--- config.mk ---
export PLATFORM = sky130hd
export DESIGN_NAME = base64_stream_decoder_top
export DESIGN_NICKNAME = d
export VERILOG_FILES = /design/src/design/b64sd_pkg.sv /design/src/design/b64sd_quad_core.sv /design/src/design/b64sd_out_buf.sv /design/src/design/base64_stream_decoder_top.sv
export SDC_FILE = /design/constraint.sdc
export NUM_CORES = 1
export LEC_CHECK = 0
export BUFFER_PORTS_ARGS = -buffer_cell sky130_fd_sc_hd__buf_2
export CAP_MARGIN = 40
export CORE_UTILIZATION = 59
export DETAILED_ROUTE_END_ITERATION = 7
export HOLD_SLACK_MARGIN = 0.05
export PLACE_DENSITY_LB_ADDON = 0.05
export SYNTH_ARGS = -nofsm -noshare
export SYNTH_HDL_FRONTEND = slang
export SYNTH_SLANG_ARGS = --single-unit
--- constraint.sdc ---
create_clock -name clk_i -period 4.75 [get_ports clk_i]
set_clock_uncertainty 0.2 [all_clocks]
set_input_delay 0.95 -clock clk_i [delete_from_list [all_inputs] [get_ports clk_i]]
set_output_delay 0.95 -clock clk_i [all_outputs]
set_load 0.02 [all_outputs]
--- src/design/b64sd_pkg.sv ---
package b64sd_pkg;

  localparam int unsigned SextetW = 6;
  localparam int unsigned AccW    = 3 * SextetW;
  localparam int unsigned TripleW = 4 * SextetW;
  localparam logic [7:0]  PadChar = 8'h3D;

  typedef enum logic [1:0] {
    ST_OK       = 2'd0,
    ST_BAD_CHAR = 2'd1,
    ST_BAD_LEN  = 2'd2
  } status_e;

  // results of one decoded character, handed to the output buffer
  typedef struct packed {
    logic [TripleW-1:0] triple;
    logic [1:0]         count;
    logic               msg_end;
    status_e            status;
  } res_bundle_t;

  // alphabet lookup: bit 6 flags a byte outside the alphabet, '=' maps to zero
  function automatic logic [SextetW:0] sextet_of(input logic [7:0] c);
    logic [SextetW:0] r;
    r = {1'b1, {SextetW{1'b0}}};
    if (c >= 8'h41 && c <= 8'h5A) begin
      r = {1'b0, 6'(c - 8'h41)};
    end else if (c >= 8'h61 && c <= 8'h7A) begin
      r = {1'b0, 6'(c - 8'h61 + 8'd26)};
    end else if (c >= 8'h30 && c <= 8'h39) begin
      r = {1'b0, 6'(c - 8'h30 + 8'd52)};
    end else if (c == 8'h2B) begin
      r = {1'b0, 6'd62};
    end else if (c == 8'h2F) begin
      r = {1'b0, 6'd63};
    end else if (c == PadChar) begin
      r = '0;
    end
    return r;
  endfunction

endpackage

--- src/design/b64sd_quad_core.sv ---
module b64sd_quad_core (
  input  logic                    clk_i,
  input  logic                    rst_ni,
  input  logic [7:0]              char_code_i,
  input  logic                    last_char_i,
  input  logic                    fire_i,
  output b64sd_pkg::res_bundle_t  res_o
);
  import b64sd_pkg::*;

  logic [AccW-1:0] acc_q, acc_d;
  logic [1:0]      pos_q, pos_d;
  logic            third_pad_q, third_pad_d;
  logic            bad_q, bad_d;
  logic            disc_q, disc_d;

  logic [SextetW:0]   map;
  logic [SextetW-1:0] sx;
  logic               bad_n;
  logic               is_pad;

  always_comb begin
    map    = sextet_of(char_code_i);
    sx     = map[SextetW] ? '0 : map[SextetW-1:0];
    bad_n  = bad_q | map[SextetW];
    is_pad = (char_code_i == PadChar);

    acc_d       = acc_q;
    pos_d       = pos_q;
    third_pad_d = third_pad_q;
    bad_d       = bad_q;
    disc_d      = disc_q;

    res_o.triple  = '0;
    res_o.count   = 2'd0;
    res_o.msg_end = 1'b0;
    res_o.status  = ST_OK;

    if (disc_q) begin
      // drop the rest of a failed message
      if (last_char_i) begin
        disc_d = 1'b0;
      end
    end else if (pos_q != 2'd3) begin
      acc_d = {acc_q[AccW-SextetW-1:0], sx};
      pos_d = pos_q + 2'd1;
      bad_d = bad_n;
      if (pos_q == 2'd2) begin
        third_pad_d = is_pad;
      end
      if (last_char_i) begin
        res_o.count   = 2'd1;
        res_o.msg_end = 1'b1;
        res_o.status  = ST_BAD_LEN;
        acc_d         = '0;
        pos_d         = 2'd0;
        third_pad_d   = 1'b0;
        bad_d         = 1'b0;
      end
    end else begin
      acc_d       = '0;
      pos_d       = 2'd0;
      third_pad_d = 1'b0;
      bad_d       = 1'b0;
      if (bad_n) begin
        res_o.count   = 2'd1;
        res_o.msg_end = 1'b1;
        res_o.status  = ST_BAD_CHAR;
        disc_d        = !last_char_i;
      end else begin
        res_o.triple  = {acc_q, sx};
        res_o.msg_end = last_char_i;
        res_o.count   = 2'd3 - {1'b0, last_char_i & is_pad}
                             - {1'b0, last_char_i & third_pad_q};
      end
    end
  end

  always_ff @(posedge clk_i or negedge rst_ni) begin
    if (!rst_ni) begin
      acc_q       <= '0;
      pos_q       <= 2'd0;
      third_pad_q <= 1'b0;
      bad_q       <= 1'b0;
      disc_q      <= 1'b0;
    end else if (fire_i) begin
      acc_q       <= acc_d;
      pos_q       <= pos_d;
      third_pad_q <= third_pad_d;
      bad_q       <= bad_d;
      disc_q      <= disc_d;
    end
  end

endmodule

--- src/design/b64sd_out_buf.sv ---
module b64sd_out_buf (
  input  logic                    clk_i,
  input  logic                    rst_ni,
  input  logic                    load_i,
  input  b64sd_pkg::res_bundle_t  res_i,
  output logic                    free_o,
  output logic                    out_valid_o,
  input  logic                    out_stall_i,
  output logic [7:0]              data_byte_o,
  output logic                    run_last_o,
  output logic                    message_end_o,
  output logic [1:0]              status_o
);
  import b64sd_pkg::*;

  logic [TripleW-1:0] triple_q;
  logic [1:0]         rem_q;
  logic [1:0]         idx_q;
  logic               me_q;
  status_e            status_q;
  logic               take;

  assign out_valid_o = (rem_q != 2'd0);
  assign take        = out_valid_o && !out_stall_i;
  // room for a new group once the last pending word leaves
  assign free_o      = (rem_q == 2'd0) || (rem_q == 2'd1 && take);

  always_comb begin
    case (idx_q)
      2'd0:    data_byte_o = triple_q[23:16];
      2'd1:    data_byte_o = triple_q[15:8];
      2'd2:    data_byte_o = triple_q[7:0];
      default: data_byte_o = '0;
    endcase
  end

  assign run_last_o    = (rem_q == 2'd1);
  assign message_end_o = (rem_q == 2'd1) && me_q;
  assign status_o      = status_q;

  always_ff @(posedge clk_i or negedge rst_ni) begin
    if (!rst_ni) begin
      rem_q <= 2'd0;
      idx_q <= 2'd0;
    end else if (load_i) begin
      rem_q <= res_i.count;
      idx_q <= 2'd0;
    end else if (take) begin
      rem_q <= rem_q - 2'd1;
      idx_q <= idx_q + 2'd1;
    end
  end

  always_ff @(posedge clk_i) begin
    if (load_i) begin
      triple_q <= res_i.triple;
      me_q     <= res_i.msg_end;
      status_q <= res_i.status;
    end
  end

endmodule

--- src/design/base64_stream_decoder_top.sv ---
// base64 stream decoder (standard alphabet, '=' read as a zero sextet). One
// character word is taken per cycle, every cycle, as long as the output side
// keeps up: the character is registered, then mapped and merged into the
// quad state in one short pass that loads the output buffer. A complete quad
// gives three byte words (fewer on a padded final quad) that leave one per
// cycle while out_stall_i is low, so a steady character stream never stalls;
// the fourth character passes the input register, its bytes the output buffer.
// Errors come out as one word with data zero, message_end set and status
// bad-char or bad-length; after a bad-char error the rest of the message up
// to last_char is swallowed. Bytes already sent are not retracted, so a
// consumer should drop the message when an error word shows up.
module base64_stream_decoder_top (
  input  logic       clk_i,
  input  logic       rst_ni,
  input  logic       in_valid_i,
  output logic       in_stall_o,
  input  logic [7:0] char_code_i,
  input  logic       last_char_i,
  output logic       out_valid_o,
  input  logic       out_stall_i,
  output logic [7:0] data_byte_o,
  output logic       run_last_o,
  output logic       message_end_o,
  output logic [1:0] status_o
);
  import b64sd_pkg::*;

  // input register
  logic        s1_valid_q;
  logic [7:0]  s1_char_q;
  logic        s1_last_q;

  res_bundle_t res;
  logic        buf_free;
  logic        s1_adv;
  logic        in_take;

  // a character moves on when it makes no words or the buffer has room
  assign s1_adv     = s1_valid_q && ((res.count == 2'd0) || buf_free);
  assign in_stall_o = s1_valid_q && !s1_adv;
  assign in_take    = in_valid_i && !in_stall_o;

  always_ff @(posedge clk_i or negedge rst_ni) begin
    if (!rst_ni) begin
      s1_valid_q <= 1'b0;
    end else if (in_take) begin
      s1_valid_q <= 1'b1;
    end else if (s1_adv) begin
      s1_valid_q <= 1'b0;
    end
  end

  always_ff @(posedge clk_i) begin
    if (in_take) begin
      s1_char_q <= char_code_i;
      s1_last_q <= last_char_i;
    end
  end

  // alphabet map, quad accumulation and error tracking
  b64sd_quad_core u_core (
    .clk_i       (clk_i),
    .rst_ni      (rst_ni),
    .char_code_i (s1_char_q),
    .last_char_i (s1_last_q),
    .fire_i      (s1_adv),
    .res_o       (res)
  );

  // result register, sends the decoded bytes one word at a time
  b64sd_out_buf u_out (
    .clk_i         (clk_i),
    .rst_ni        (rst_ni),
    .load_i        (s1_adv && (res.count != 2'd0)),
    .res_i         (res),
    .free_o        (buf_free),
    .out_valid_o   (out_valid_o),
    .out_stall_i   (out_stall_i),
    .data_byte_o   (data_byte_o),
    .run_last_o    (run_last_o),
    .message_end_o (message_end_o),
    .status_o      (status_o)
  );

endmodule
==> metrics, run 1 <==
core area=between 5000 and 6000 µm²; Pleak=0.00152 µW; Fmax=0.237 GHz; min-delay src=u_core.acc_q[17]; CTS Hold Buffers Added=0; remaining global-route overflow=0; Hold Violations, Final=0; Worst Tran Pin Value=between 0.6 and 0.7 ns; TritonCTS clock tree=built; Crit Path Category=reg -> out; postcts setup bufs=0; Gate Count Post-Synth=about 280; syn avg cell area=between 10 and 15 µm²; Critical R2R Launch=s1_char_q[2]; Worst R2R End=u_out.triple_q[4]; Starting Density=0.623; R2R depth=10; final worst setup slack=between 0.5 and 0.6 ns; Fill cells=400; Area growth syn-to-layout=11.4%; CTS-repair resized insts=0; clock-pin slew on the worst setup and hold paths=0.07 ns; Ant. Diodes=0; Max Fanout on Critical Path=11; Synth Flop Type=edfxtp_1; via count=about 2,200; HPWL Detailed=3970 µm; final net count=around 340; sequential share of the synthesized area=0.550; Place WS=~0.9 ns; Register Area=1780 µm²; number of global-route vias before repair=between 2,000 and 2,500; WL per Instance=roughly 15 µm; Synth warnings=0; Syn Nets=between 300 and 400; Setup crit start kind=flip-flop; drt via density=~5.7; Final Setup Violations=0; Critical Path End=in_stall_o; largest net degree at the start of global routing=29; R2R setup slack=1.27 ns; initial antenna violation count=0; first-pass GRT wire length=9760 µm; Mapped Area=around 3200 µm²; Seq cells post-synth=64; Pre-antenna DRT Iters=6; port bufs=26; Clock Latency Late Sink=0.32 ns; outcome=finished, final reports clean; CP startpoint=s1_char_q[2]; cts bufs inserted=9; DIE WIDTH=between 70 and 80 µm; multi-input logic area=about 1300 µm²; drt drc=0; EDFF count, synth=36; Slew Viols, Final=0; Die ar.=between 5000 and 6000 µm²; CP endpoint kind=primary output; root buffer selected by CTS=clkbuf_8; MaxCap Viol Count=0; First DRT Iteration DRCs=182; share of post-route cells with drive strength above 1=0.170; clk buf depth=2; Peak VDD IR=0.000372 V; final core occ=0.694; worst path arrival time=between 3 and 4 ns; Distinct cells, synth=48; remaining antenna violation count=0; fin crit share=0.888; PwrDens=around 600 nW/µm²; row count=26; Die Y-Extent=~76 µm; relative slew slack=0.584; final wirelength=5750 µm; RSZ-0062 raised after global routing=false; clock sinks=64; minimum clock period=4.22 ns; Post-synth ARST share=0.438; class of the worst hold path=reg -> reg; GP Congestion=around 0.95; WP data required=3.60 ns; IO Count=27; H-tree levels=3; global-route usage over all layers=0.216; setup TNS=0 ns
[worst max-delay path, stage by stage, from the launching register on]
cell and delay, ns:
edfxtp_1 0.55, inv_1 0.17, ha_1 0.29, a21oi_1 0.16
a31oi_1 0.06, a221o_1 0.50, and3_4 0.22, o31ai_4 0.37
o21a_1 0.22, nor2_1 0.05, buf_2 0.15
[kinds of logic (layout without fill, tap and decap cells)]
logic type | count (synthesis) | count (layout) | synth area share
xor gates and xnor gates | 9 | 9 | 0.0243
adders and majority gates | 18 | 18 | 0.0695
buffers and inverters | 31 | 63 | 0.0436
and+or+nand+nor | 82 | 82 | 0.136
AOI/OAI and AO/OA | 75 | 75 | 0.177
DFF | 64 | 64 | 0.550
[per-layer routing]
layer | part of all wire | track usage | vias up
met4 | 0.0068 | 0.0808 | 0
met5 | 0 | 0 | -
met2 | 0.49 | 0.367 | 38
met3 | 0.030 | 0.0359 | 4
li1 | - | - | 1080
met1 | 0.47 | 0.278 | 1045
[synthesized netlist by cell type (7+ instances only)]
master,count,area share
a21oi_1,13,0.020
a222oi_1,8,0.025
a22o_1,17,0.046
and2_1,25,0.048
clkbuf_1,8,0.0093
dfrtp_1,28,0.22
edfxtp_1,36,0.33
ha_1,18,0.069
inv_1,16,0.019
nand2_1,9,0.010
nor2_1,23,0.027
o21ai_0,12,0.019
xnor2_1,7,0.019
[final cells by class]
class	instances	area share
clock buffers	10	0.0353
clock inverters	6	0.0166
inverters	17	0.0177
multi-input cells	184	0.366
flip-flops and latches	64	0.493
well taps	70	0.0243
repair buffers	30	0.0464
[how the worst min path moves through the flow]
| stage | end | slack (ns) | cells after the start |
|---|---|---|---|
| 2_1_floorplan | u_core.acc_q[12] | 0.26 | 1 |
| 3_3_place_gp | u_core.acc_q[14] | 0.28 | 1 |
| 3_5_place_dp | u_core.acc_q[17] | 0.28 | 1 |
| 4_1_cts | u_core.acc_q[17] | 0.30 | 1 |
| 5_1_grt | u_core.third_pad_q | 0.32 | 1 |
| 6_report | u_core.acc_q[17] | 0.30 | 1 |
[stage by stage]
stage	total power, µW	area, µm²	std cells	hold WS [ns]
after floorplan	1490	3240	279	0.264
after global placement	1670	3410	364	0.282
after detailed placement	1700	3420	365	0.284
after CTS	2150	3610	381	0.304
after global routing	2270	3610	381	0.320
final	2140	3610	381	0.297
[power breakdown]
part | total [µW] | internal, µW | switching [µW]
Combinational | 806 | 312 | 494
Sequential | 890 | 771 | 119
Clock | 440 | 240 | 201
[state kept, by name, indices dropped and copies added (netlist names)]
register and flops:
u_out.triple_q 24, u_core.acc_q 18, s1_char_q 8, u_core.pos_q 2
u_out.idx_q 2, u_out.rem_q 2, u_out.status_o 2, s1_last_q 1
s1_valid_q 1, u_core.bad_q 1, u_core.disc_q 1, u_core.third_pad_q 1
u_out.me_q 1
[cell usage in the layout (no fill, tap or decap), types with 2 or more instances in the layout]
master      instances
a21oi_1            12
a222oi_1            8
a22o_1             17
a31oi_1             2
and2_1             25
buf_2              26
buf_4               3
clkbuf_8            9
clkinv_2            3
clkinvlp_4          2
dfrtp_1            28
edfxtp_1           36
ha_1               18
inv_1              16
nand2_1             9
nand2b_1            4
nand3_1             4
nor2_1             23
nor3_1              6
nor3b_1             2
nor4_1              2
o21a_1              2
o21ai_0            12
o21ai_1             2
o21bai_1            2
o2bb2ai_1           3
o31ai_1             2
xnor2_1             7
xor2_1              2
(Power assumes the default switching activity.)
==> run 2: changes to the inputs <==
ABC_AREA = 1   (was not set)
CORE_UTILIZATION = 60   (was 59)
==> run 2 against run 1 <==
Hold slack got worse by 0.018 ns. Non-clock buffer count did not move. Synthesized area grew 15%. Combinational power increased by 24%. Setup slack better by 0.28 ns. Core utilization fell by 1.1 points. Critical path type unchanged. Largest cell class unchanged. Highest routed layer unchanged.
==> metrics, run 2 <==
outcome=finished, final reports clean; core area=5960 µm² (+14%); final wirelength=6890 µm (+20%); Die Y-Extent=80.7 µm (+6.1%); EDFF count, synth=36 (unchanged); WL per Instance=12.5 µm (-17%); Biggest register=u_out.triple_q; Gate Count Post-Synth=442 (+58%); Clock Latency Late Sink=0.34 ns (+0.02 ns); HPWL Detailed=5090 µm (+28%); final core occ=0.683 (-0.0108); Post-synth ARST share=0.438 (unchanged); first-pass GRT wire length=12,000 µm (+23%); Place WS=1.18 ns (+0.278 ns); Setup crit start kind=flip-flop; worst path arrival time=2.79 ns (-0.28 ns); max reg flops=24 (unchanged); postcts setup bufs=0 (unchanged); WHS Path Cells=2 (+1); class of the worst hold path=reg -> reg; most common cell after layout, fill and taps aside=nand2_1; R2R depth=18 (+8); minimum clock period=3.94 ns (-0.278 ns); Distinct cells, synth=33 (-31%); Slew Viols, Final=0 (unchanged); DIE WIDTH=80.7 µm (+6.1%); Pre-antenna DRT Iters=4 (-2); min-delay src=u_out.rem_q[1]; Mapped Area=3720 µm² (+15%); Hold Violations, Final=0 (unchanged); fin crit share=0.830 (-0.0586); post-synthesis mux area share=0 (unchanged); Crit Path Category=reg -> out; Critical R2R Launch=s1_char_q[2]; global-route usage over all layers=0.248 (+0.0320); root buffer selected by CTS=clkbuf_8; clk buf depth=2 (unchanged); syn avg cell area=8.42 µm² (-28%); initial antenna violation count=0 (unchanged); Starting Density=0.625 (+0.00174); MaxCap Viol Count=0 (unchanged); final net count=501 (+49%); RSZ-0062 raised after global routing=false; cts bufs inserted=9 (unchanged); CTS Hold Buffers Added=0 (unchanged); port bufs=26 (unchanged); Worst Tran Pin Value=0.650 ns (+0.0253 ns); PwrDens=576 nW/µm² (-2.7%); H-tree levels=3 (unchanged); CTS-repair resized insts=0 (unchanged); count leader, synth=nand2_1; number of global-route vias before repair=2,610 (+25%); main combinational cell family by area after synthesis=simple AND/OR/NAND/NOR gates; clock-pin slew on the worst setup and hold paths=0.07 ns (about the same); commonest cells after routing, fill and taps aside=nand2_1, inv_1, nor2_1; Top Registers=u_out.triple_q (24), u_core.acc_q (18), s1_char_q (8); Fmax=0.254 GHz (+7.1%); via count=2,767 (+28%); GP Congestion=0.913 (-3.9%); First DRT Iteration DRCs=199 (+9.3%); Area growth syn-to-layout=9.35%; Worst R2R End=u_core.acc_q[3]; adder-cell area share of the yosys netlist=0.0605 (-0.00893); IO Count=27 (unchanged); Yosys top cell by area=edfxtp_1; Synth Area in Compound Gates=0.0790 (-0.0981); setup TNS=0 ns (unchanged); Hold Crit Endpoint=u_out.rem_q[1]; Synth Flop Type=edfxtp_1; Finished Layout Cells=549 (+44%); drt drc=0 (unchanged); total power draw=2340 µW (+9.6%); relative slew slack=0.567 (-0.0169); placed insts=534 (+46%); drt via density=5.04 (-11%); largest cells by area after synthesis=edfxtp_1, dfrtp_1, nand2_1; share of post-route cells with drive strength above 1=0.175 (+0.00469); remaining global-route overflow=0 (unchanged); Peak VDD IR=0.000350 V (-5.8%); Synth warnings=0 (unchanged); Syn Nets=473 (+53%); sequential share of the synthesized area=0.479 (-0.0706); simple-gate share of the synthesized area=0.262 (+0.127); Pleak=0.00194 µW (+27%); Seq cells post-synth=64 (unchanged); CP endpoint kind=primary output; Max Fanout on Critical Path=12 (+1); TritonCTS clock tree=built; R2R setup slack=1.41 ns (+0.14 ns); row count=28 (+7.7%); Die ar.=6520 µm² (+12%); remaining antenna violation count=0 (unchanged); final worst setup slack=0.810 ns (+0.278 ns); largest net degree at the start of global routing=39 (+34%); Post-synth top cells=nand2_1, inv_1, nor2_1; Synth Area in XOR/XNOR=0.0212 (-0.00312); clock sinks=64 (unchanged); Final Setup Violations=0 (unchanged); Ant. Diodes=0 (unchanged); share of the synthesized area in the top cell type=0.291 (-0.0428); WP data required=3.60 ns (about the same)
-- run 2: cell types whose count changed after synthesis, sizes merged, moves of 5 or more --
cell / delta
nand2: +120
nor2: +31
nand3: +23
xnor2: -6
inv: +54
xor2: +6
a22o: -17
a21oi: -5
o21ai: +18
and2: -25
a222oi: -8
-- run 2: worst max-delay path, stage by stage (launching register included) --
cell and delay (ns):
edfxtp_1 0.51, inv_1 0.22, ha_1 0.20, inv_1 0.04, o21ai_1 0.22, nand2_1 0.08
nand3_1 0.08, nand2_1 0.25, nand3_4 0.17, nand2_4 0.08, nor2_4 0.08, nand3_2 0.07
nand2_2 0.10, nand2_4 0.07, nor2_1 0.09, buf_2 0.16
-- run 2: layout make-up --
| class | instances | area (µm²) |
|---|---|---|
| Clock buffer | 9 | 124 |
| Clock inverter | 6 | 61.3 |
| Fill cell | 483 | 1890 |
| Inverter | 71 | 269 |
| Multi-Input combinational cell | 294 | 1570 |
| Sequential cell | 64 | 1780 |
| Tap cell | 75 | 93.8 |
| Timing Repair Buffer | 30 | 164 |
-- run 2: cells by family (layout without fill, tap and decap cells) --
group	after synthesis	after routing
AND/OR/NAND/NOR	220	220
buffers and inverters	84	116
flip-flops	64	64
AO/OA/AOI/OAI	47	47
adder cells (fa/ha/maj)	18	18
XOR/XNOR	9	9
-- run 2: per-stage QoR --
| stage | hold WS [ns] | instance area (µm²) |
|---|---|---|
| 6_report | 0.279 | 4070 |
| 5_1_grt | 0.301 | 4070 |
| 4_1_cts | 0.286 | 4070 |
| 3_5_place_dp | 0.270 | 3880 |
| 3_3_place_gp | 0.257 | 3870 |
| 2_1_floorplan | 0.242 | 3720 |
-- run 2: power by group --
| group | internal (µW) | switching, µW |
|---|---|---|
| Clock | 236 | 210 |
| Combinational | 321 | 675 |
| Sequential | 776 | 123 |
| Total | 1330 | 1010 |
-- run 2: worst max path at each step --
stage                            start          to  slack, ns  cells past startpoint
after detailed placement  s1_char_q[2]  in_stall_o       1.18                     15
after global placement    s1_char_q[2]  in_stall_o       1.24                     15
after floorplan           s1_char_q[2]  in_stall_o       1.51                     14
after CTS                 s1_char_q[2]  in_stall_o       0.80                     15
after global routing      s1_char_q[2]  in_stall_o       0.53                     15
final                     s1_char_q[2]  in_stall_o       0.81                     15
-- run 2: metal layers --
layer,share of wire,track usage
met1,0.48,0.327
met3,0.042,0.0449
met5,0,0
met4,0.021,0.105
met2,0.46,0.403
